### src/rtl/core/eqro_ram.sv
// Generic single-write, single-read RAM with registered read data.
module eqro_ram #(
	parameter int unsigned WIDTH = 8,
	parameter int unsigned DEPTH = 16
) (
	input  logic                     clk,
	input  logic                     we,
	input  logic [$clog2(DEPTH)-1:0] waddr,
	input  logic [WIDTH-1:0]         wdata,
	input  logic [$clog2(DEPTH)-1:0] raddr,
	output logic [WIDTH-1:0]         rdata
);

	logic [WIDTH-1:0] mem [DEPTH];

	// Write port and registered read port
	always_ff @(posedge clk) begin
		if (we) begin
			mem[waddr] <= wdata;
		end
		rdata <= mem[raddr];
	end

endmodule

### config.mk
export PLATFORM = sky130hd
export DESIGN_NAME = eqro_ram
export DESIGN_NICKNAME = d
export VERILOG_FILES = /design/src/rtl/core/eqro_ram.sv
export SDC_FILE = /design/constraint.sdc
export NUM_CORES = 1
export LEC_CHECK = 0
export BUFFER_PORTS_ARGS = -buffer_cell sky130_fd_sc_hd__buf_2
export CAP_MARGIN = 10
export CORE_AREA = 2 2 96 98
export CTS_CLUSTER_DIAMETER = 40
export DETAILED_ROUTE_END_ITERATION = 6
export DIE_AREA = 0 0 98 100
export PLACE_DENSITY_LB_ADDON = 0.2
export SYNTH_ARGS = -nofsm -noshare
export SYNTH_HDL_FRONTEND = slang
export SYNTH_SLANG_ARGS = --single-unit
### constraint.sdc
create_clock -name clk -period 2.02 [get_ports clk]
set_input_delay 0.101 -clock clk [delete_from_list [all_inputs] [get_ports clk]]
set_output_delay 0.101 -clock clk [all_outputs]
set_load 0.05 [all_outputs]
==> impl_metrics.toml, run 1 <==
[status]
status = "completed"

[sta]
hold_viol = 0
clock.fmax_ghz = 0.719
setup_ws_ns = 0.629
relSlewSlack_pct = 55.3
fin_crit_sh_pct = 68.9
rsz0062_at_grt = "no"
tightest_slew_ns = 0.668
tns_ns = 0
setup_viol = 0
finClkSkew_ns = 0.00784
slew_violations = 0
hold_ws_ns = 0.0518
fin_crit_ns = 1.39

[placed_design]
gp_congestion = 0.790
io_buffers = 25
hpwl_um = 5820
place_ws_ns = 0.432

[power]
peakVddDrop_mv = 0.535
cellPowerDensity_mw_per_mm2 = 1030
pwr-share-seq_pct = 50.2
swShare_pct = 21.2
p_leak_nw = 2.10
p_sw_mw = 1.34
clkPwrFrac_pct = 44.1
combinationalPowerShare_pct = 5.7
internal_power_mw = 4.99

[critical_path]
worstSetupEndpointType = "register"
critPathRequiredTime_ns = 2.41
cp_max_fo = 1
cp-start-kind = "register"
critPathArrivalTime_ns = 1.78
path_class = "reg2reg"

[logic_synthesis]
synth_area_sq_mm = 0.00515
synth_cell_type_count = 19
ys_ff_latch = 136
yosys-top-cells-area = "edfxtp_1, mux4_2, mux4_1, dfxtp_1, a22oi_1"
synth_warnings = 0
syn_inst = 229
synth_fp_nets = 247
syn_avg_cell_area_sq_um = 22.5
synth_top_area_share_pct = 74.7
synth_top_area_cell = "edfxtp_1"
synth-seq-area-share_pct = 77.8

[clock_network]
cts_made_buffers = 17
cts_root_buffer = "clkbuf_8"
cts_resized = 0
cts_tree = "done"
htree_levels = 4
clk_pin_slew_ns = 0.06
clock_latency_ns = 0.51
cts_sinks = 136
clock_tree.buffer_depth = 2

[job]
drv_cap = 0

[floorplanning]
core-area_sq_mm = 0.00889
start_util_pct = 57.9
die_w_um = 98
io_pins = 26
core.rowCount = 35
die_y_um = 100
floorplan.die_area_sq_mm = 0.00980

[drt]
drt-initial-drc-count = 198
drt-pass1-iter-count = 5
vias_per_cell = 5.99
post_drt_wl_per_cell_um = 23.2
routed_wl_um = 9630
drc = 0
vias = 2487
ant_nets = 0

[finish]
finalNetCount = 309
synthToLayoutAreaGrowth_pct = 19.1
drive_above_1_share_pct = 30.9
num_antenna_cells = 0
fill_cells = 569

[min_path]
hold_path_class = "in2reg"

[grt]
antenna_found_initial = 0
grt_pass1_wl_um = 15000
gr-total-overflow = 0
grt.total_usage_pct = 21.7
grt_max_degree = 33
grt_pass1_vias = 2545
==> state kept, by name (all words and copies together), names as in the netlist <==
register / count
mem: 128
rdata: 8
==> power by group through the flow <==
stage          sequential (mW)  clock, mW  combinational, mW
2_1_floorplan             3.29          0              0.160
3_3_place_gp              3.23          0              0.350
3_5_place_dp              3.23          0              0.355
4_1_cts                   3.18       2.84              0.368
5_1_grt                   3.18       2.97              0.391
6_report                  3.18       2.79              0.364
==> cell type report <==
cell class / count / area [sq um] / area share [%]
clock buffer: 21 / 449 / 7.33
tap: 111 / 139 / 2.27
timing repair buffer: 53 / 380 / 6.20
multi-input combinational: 83 / 1060 / 17.2
sequential: 136 / 4000 / 65.3
clock inverter: 11 / 101 / 1.65
==> cell usage after synthesis <==
library cell and instances:
and2b_1 1, a22oi_1 16, or3b_2 1, nand3b_1 2, clkdlybuf4s25_2 3, nand3_1 1
dfxtp_1 8, mux4_1 14, nor2_1 13, edfxtp_1 128, nand2_1 9, nor2b_1 1
buf_6 3, buf_4 1, nor3_1 4, buf_2 3, mux4_2 18, nand2b_1 2
and2_1 1
==> final timing paths <==
| path | to | slack [ns] | cells past startpoint | startpoint |
|---|---|---|---|---|
| worst max register to register | rdata[2] | 0.63 | 3 | mem[2][2] |
| worst max-delay path | rdata[2] | 0.63 | 3 | mem[2][2] |
| worst min-delay path | rdata[6] | 0.05 | 4 | raddr[2] |
| worst min register to register | rdata[1] | 0.66 | 3 | mem[14][1] |
==> layout by cell type, fill, tap and decap left out, types with 4 or more instances in the layout <==
cell type      Yosys  routed
edfxtp_1         128     128
buf_2              3      25
mux4_2            18      18
buf_4              1      18
a22oi_1           16      16
clkbuf_16          0      16
mux4_1            14      14
nor2_1            13      13
nand2_1            9       9
dlygate4sd3_1      0       8
dfxtp_1            8       8
nor3_1             4       4
clkinvlp_4         0       4
==> metrics by stage <==
stage | cell area (sq um) | total power, mW | instances | util, %
after CTS | 6130 | 6.39 | 415 | 69.0
after global placement | 5500 | 3.58 | 375 | 61.9
after floorplan | 5150 | 3.45 | 229 | -
after detailed placement | 5500 | 3.59 | 375 | 61.9
final | 6130 | 6.33 | 415 | 69.0
after global routing | 6130 | 6.54 | 415 | 69.0
==> metal layers <==
metal | vias up | track usage [%] | wire length (um)
li1 | 1103 | - | -
met1 | 1305 | 31.6 | 4290
met2 | 71 | 33.4 | 4840
met3 | 8 | 4.60 | 423
met4 | 0 | 8.12 | 76
met5 | - | 0 | 0
==> logic make-up (layout without fill, tap and decap cells) <==
family,Yosys count,after routing,synth area share (%)
AO/OA/AOI/OAI,16,16,2.33
buffers and inverters,10,85,1.68
flip-flops,136,136,77.8
multiplexers,32,32,15.0
AND/OR/NAND/NOR,35,35,3.18
==> critical path, cell delays in order, from the launching register on <==
cell      delay [ns]
edfxtp_1        0.38
mux4_1          0.49
a22oi_1         0.33
nand2_1         0.08
==> what timing repair did <==
item	4_1_cts	5_1_grt
hold buffers	8	0
hold endpoints to repair	128	0
setup buffers	0	0
setup endpoints to repair	0	0
No activity file was read; power rests on OpenSTA's default activity.
==> run 2: changes to the inputs <==
Clock period 2.02 ns to 1.4 ns, I/O delays scaled along.
==> run 2 against run 1 <==
Combinational power increased by 52%. Total power increased by 44%. Worst hold slack improved by 0.043 ns. Die area unchanged. Flip-flop and latch count unchanged. Sequential power increased by 44%. Count of clock-buffer cells in the layout decreased by 1. Global-route usage decreased by 0.74 points. Clock power increased by 43%. Wire length decreased by 2.0%. Design area increased by 1.9%. Critical path type unchanged.
==> impl_metrics.toml, run 2 (synthesized netlist as in run 1, its figures left out) <==
[drt]
ant_nets = 0
vias_per_cell = 5.85
drt-initial-drc-count = 282
drt-pass1-iter-count = 4
post_drt_wl_per_cell_um = 22.2
drc = 0
vias = 2487
routed_wl_um = 9430

[critical_path]
cp_max_fo = 1
crit_path_start = "mem[0][3]"
worstSetupEndpointType = "register"
reg2reg_from = "mem[0][3]"
cp_num_buf_inv = 0
regToRegEndpoint = "rdata[3]"
cp-start-kind = "register"
crit_slowest_cell = "mux4_1"
path_class = "reg2reg"
critPathRequiredTime_ns = 1.79
max_stage_delay_ns = 0.50
critPathTopFamily = "multiplexers"
path_cells = "mux4_1 -> a22oi_1 -> nand2_1"
r2r_cells = 3
r2r_slack_ns = 0.06
critPathArrivalTime_ns = 1.73

[sta]
fin_crit_sh_pct = 95.6
fin_crit_ns = 1.34
hold_ws_ns = 0.0945
rsz0062_at_grt = "no"
slew_violations = 0
tightest_slew_ns = 0.812
clock.fmax_ghz = 0.747
hold_viol = 0
finClkSkew_ns = 0.0114
setup_viol = 0
relSlewSlack_pct = 45.7

[finish]
synthToLayoutAreaGrowth_pct = 21.3
layout_common_cells = "edfxtp_1, buf_4, buf_2"
largest_reg_flops = 128
layout_commonest_cell = "edfxtp_1"
num_antenna_cells = 0
drive_above_1_share_pct = 34.4
seqCellArea_sq_mm = 0.00400
fill_cells = 557
finalNetCount = 319
multiInputGateArea_sq_mm = 0.00108
final_core_util_pct = 70.2
reg_top3 = "mem: 128 flops, rdata: 8 flops"
regMostFlops = "mem"

[status]
status = "completed"

[clock_network]
cts_setup_buffers = 0
clock_latency_ns = 0.51
clock_tree.buffer_depth = 2
cts_tree = "done"
cts_root_buffer = "clkbuf_8"
htree_levels = 4
clk_pin_slew_ns = 0.06
cts_made_buffers = 17
cts_sinks = 136

[power]
internal_power_mw = 7.16
clkPwrFrac_pct = 43.7
power_mw = 9.11
p_leak_nw = 2.17
pwr-share-seq_pct = 50.2
combinationalPowerShare_pct = 6.1
cellPowerDensity_mw_per_mm2 = 1460
swShare_pct = 21.4
p_sw_mw = 1.95
peakVddDrop_mv = 0.963

[grt]
antenna_found_initial = 0
grt_pass1_wl_um = 14500
grt_pass1_vias = 2531
grt.total_usage_pct = 21.0
grt_max_degree = 25
gr-total-overflow = 0

[placed_design]
gp_congestion = 0.805
io_buffers = 25
hpwl_um = 6110

[floorplanning]
core-area_sq_mm = 0.00889
die_w_um = 98
io_pins = 26
die_y_um = 100
start_util_pct = 57.9
core.rowCount = 35
floorplan.die_area_sq_mm = 0.00980

[min_path]
hold_start = "waddr[1]"
hold_path_class = "in2reg"
hold_depth = 3
worst_hold_path.endpoint = "mem[0][3]"

[job]
drv_cap = 0
==> run 2: worst max path at each step <==
stage,endpoint,slack [ns],cells past startpoint
detailed placement,rdata[2],-0.17,5
global route,rdata[3],0.01,3
floorplan,mem[3][0],0.06,2
finish,rdata[3],0.06,3
global placement,rdata[2],-0.15,5
CTS,rdata[5],0.03,3
==> run 2: power by group through the flow <==
| stage | Combinational, mW | Sequential (mW) | Clock, mW |
|---|---|---|---|
| finish | 0.554 | 4.58 | 3.98 |
| global route | 0.592 | 4.58 | 4.22 |
| CTS | 0.554 | 4.58 | 4.04 |
| detailed placement | 0.533 | 4.66 | 0 |
| global placement | 0.523 | 4.66 | 0 |
| floorplan | 0.231 | 4.75 | 0 |
==> run 2: layout make-up <==
| class | instances | share of cell area (%) |
|---|---|---|
| Tap cell | 111 | 2.22 |
| Timing Repair Buffer | 63 | 7.69 |
| Clock inverter | 12 | 1.66 |
| Sequential cell | 136 | 64.1 |
| Clock buffer | 20 | 6.97 |
| Multi-Input combinational cell | 83 | 17.3 |
==> run 2: layer usage <==
| metal | track usage [%] | part of all wire (%) | up-vias |
|---|---|---|---|
| met5 | 0 | 0 | - |
| met4 | 7.37 | 0.96 | 0 |
| met3 | 5.43 | 6.1 | 7 |
| met2 | 34.4 | 51 | 96 |
| met1 | 27.9 | 42 | 1267 |
| li1 | - | - | 1117 |
==> run 2: worst min-delay path: cells and delay by family <==
kind,cells,cell delay (ns)
buffers and inverters,2,0.30
AND/OR/NAND/NOR,1,0.07
==> run 2: metrics by stage <==
stage | cells | worst slack, ns | cell area, sq um | setup TNS, ns
finish | 425 | 0.0619 | 6240 | 0
global route | 425 | 0.0103 | 6240 | 0
CTS | 425 | 0.0347 | 6230 | 0
detailed placement | 385 | -0.166 | 5610 | -0.463
global placement | 385 | -0.153 | 5610 | -0.400
floorplan | 229 | 0.0639 | 5150 | 0
==> run 2: repair_timing <==
action,4_1_cts,5_1_grt
endpoints found under the setup margin,1,4
endpoints found under the hold margin,128,0
hold buffers,8,0
pin swaps,0,1
gates resized for setup,1,3
==> run 3: changes to the inputs <==
Settings changed: ABC_AREA set to 1, CORE_AREA 2 2 96 98 to 2 2 101 103, DIE_AREA 0 0 98 100 to 0 0 103 105.
==> run 3 against run 2 <==
Clock power is essentially flat. Total power grew 1.4%. Sequential power is essentially flat. Worst setup slack gained 0.19 ns. Synthesized area grew 12%. Final cell count grew 76%. Via count grew 55%. Count of clock-buffer cells in the layout shrank 2. First-iteration DRC count grew 48%. Critical path depth shrank 2. Worst hold slack gained 0.047 ns. Design area grew 7.6%. Highest routed layer unchanged.
==> impl_metrics.toml, run 3 <==
[logic_synthesis]
synth_area_sq_mm = 0.00577
async_flop_share_pct = 0
ys_top_cells_by_count = "nand2_1, edfxtp_1, inv_1"
synth-seq-area-share_pct = 69.4
synth_cell_type_count = 12
ys_ff_latch = 136
yosys-top-cells-area = "edfxtp_1, nand2_1, nand3_1, inv_1, dfxtp_1"
synth_warnings = 0
synth_top_area_cell = "edfxtp_1"
syn_avg_cell_area_sq_um = 10.5
synth_fp_nets = 569
synth_ff_type = "edfxtp_1"
synth_edf_count = 128
syn_inst = 551
synth_top_area_share_pct = 66.7
synth_most_common_cell = "nand2_1"

[sta]
fin_crit_ns = 1.15
tightest_slew_ns = 0.579
clock.fmax_ghz = 0.871
relSlewSlack_pct = 61.3
rsz0062_at_grt = "no"
hold_viol = 0
hold_ws_ns = 0.141
slew_violations = 0
fin_crit_sh_pct = 82.0
setup_viol = 0
finClkSkew_ns = 0.00480
tns_ns = 0

[power]
p_leak_nw = 2.94
peakVddDrop_mv = 0.944
cellPowerDensity_mw_per_mm2 = 1380

[critical_path]
max_stage_delay_ns = 0.31
cp_max_fo = 1
path_cells = "buf_2"
cp-start-kind = "register"
cp_num_buf_inv = 1
critPathArrivalTime_ns = 1.08
critPathRequiredTime_ns = 1.33
crit_slowest_cell = "dfxtp_1"
critPathTopFamily = "flip-flops"
path_class = "reg2out"
worstSetupEndpointType = "primary output"

[grt]
use_met1_pct = 37.5
grt_max_degree = 65
grt_pass1_vias = 3706
grt_pass1_wl_um = 19700
grt_use_met3_pct = 6.15
met2_usage_pct = 36.5
grt.total_usage_pct = 25.3
grt_busiest_layer = "met1"
antenna_found_initial = 0
gr-total-overflow = 0

[finish]
synthToLayoutAreaGrowth_pct = 16.5
num_antenna_cells = 0
layout_commonest_cell = "nand2_1"
reg_top3 = "mem: 128 flops, rdata: 8 flops"
finalNetCount = 620
layout_common_cells = "nand2_1, edfxtp_1, inv_1"
largest_reg_flops = 128
fill_cells = 733
drive_above_1_share_pct = 11.9
regMostFlops = "mem"
finalInstanceArea_sq_mm = 0.00672

[drt]
post_drt_wl_per_cell_um = 16.4
vias_per_cell = 5.17
drt-initial-drc-count = 417
drc = 0
vias = 3865
drt-pass1-iter-count = 5
routed_wl_um = 12200
ant_nets = 0

[clock_network]
clk_pin_slew_ns = 0.06
cts_setup_buffers = 0
cts_made_buffers = 17
htree_levels = 4
cts_tree = "done"
cts_resized = 0
cts_sinks = 136
clock_latency_ns = 0.51
cts_root_buffer = "clkbuf_8"
clock_tree.buffer_depth = 2

[floorplanning]
core-area_sq_mm = 0.00964
die_y_um = 105
start_util_pct = 59.8
die_w_um = 103
core.rowCount = 36
io_pins = 26
floorplan.die_area_sq_mm = 0.0108

[placed_design]
hpwl_um = 7270
io_buffers = 25
gp_congestion = 0.776
placed_area_sq_mm = 0.00609

[job]
drv_cap = 0

[status]
status = "completed"

[min_path]
hold_path_class = "in2reg"
-- run 3: cell types whose count changed in the layout (fill, tap and decap cells not counted), moves of 12 or more --
cell / delta
mux4_1: -14
nand3_1: +96
a22oi_1: -12
mux4_2: -18
nand2_1: +164
inv_1: +100
-- run 3: logic make-up (layout without fill, tap and decap cells) --
| group | count (synthesis) | count (layout) | synth area share [%] |
|---|---|---|---|
| and+or+nand+nor | 289 | 289 | 21.0 |
| buffers and inverters | 126 | 190 | 9.52 |
| DFF | 136 | 136 | 69.4 |
-- run 3: area by class of cell --
cell class | instances | area, sq um | area share (%)
inverter | 102 | 383 | 5.70
clock inverter | 14 | 114 | 1.70
timing repair buffer | 56 | 418 | 6.22
sequential | 136 | 4000 | 59.6
multi-input combinational | 289 | 1210 | 18.1
clock buffer | 18 | 418 | 6.22
tap | 133 | 166 | 2.48
-- run 3: final timing paths --
path              depth (start not counted)        from  slack, ns       end
setup / recovery                          1    rdata[5]       0.25  rdata[5]
setup reg to reg                          6  mem[11][5]       0.35  rdata[5]
hold / removal                            5    raddr[2]       0.14  rdata[3]
hold reg to reg                           6   mem[5][0]       0.69  rdata[0]
-- run 3: per-stage QoR --
stage | worst slack (ns) | power, mW | std cells | utilization, %
floorplan | 0.379 | 5.07 | 551 | -
global placement | 0.222 | 5.29 | 707 | 63.2
detailed placement | 0.204 | 5.30 | 707 | 63.2
CTS | 0.217 | 9.28 | 748 | 69.7
global route | 0.198 | 9.57 | 748 | 69.7
finish | 0.252 | 9.24 | 748 | 69.7
-- run 3: what timing repair did --
item | CTS | global route
hold endpoints to repair | 135 | 0
hold buffers | 9 | 0
endpoints found under the setup margin | 0 | 0
-- run 3: worst min-delay path, stage by stage --
cell	delay, ns
buf_2	0.12
buf_4	0.21
nand3_1	0.10
nand3_1	0.07
nand2_1	0.06
-- run 3: where the power goes --
part | leakage [nW] | switching, mW | internal [mW] | total (mW)
combinational | 1.46 | 0.481 | 0.189 | 0.669
clock | 0.261 | 1.52 | 2.47 | 3.99
sequential | 1.22 | 0.0229 | 4.55 | 4.58
-- run 3: metal layers --
layer,routed length [um],share of wire [%]
met5,0,0
met4,244,2.0
met3,856,7.0
met2,5800,47
met1,5340,44
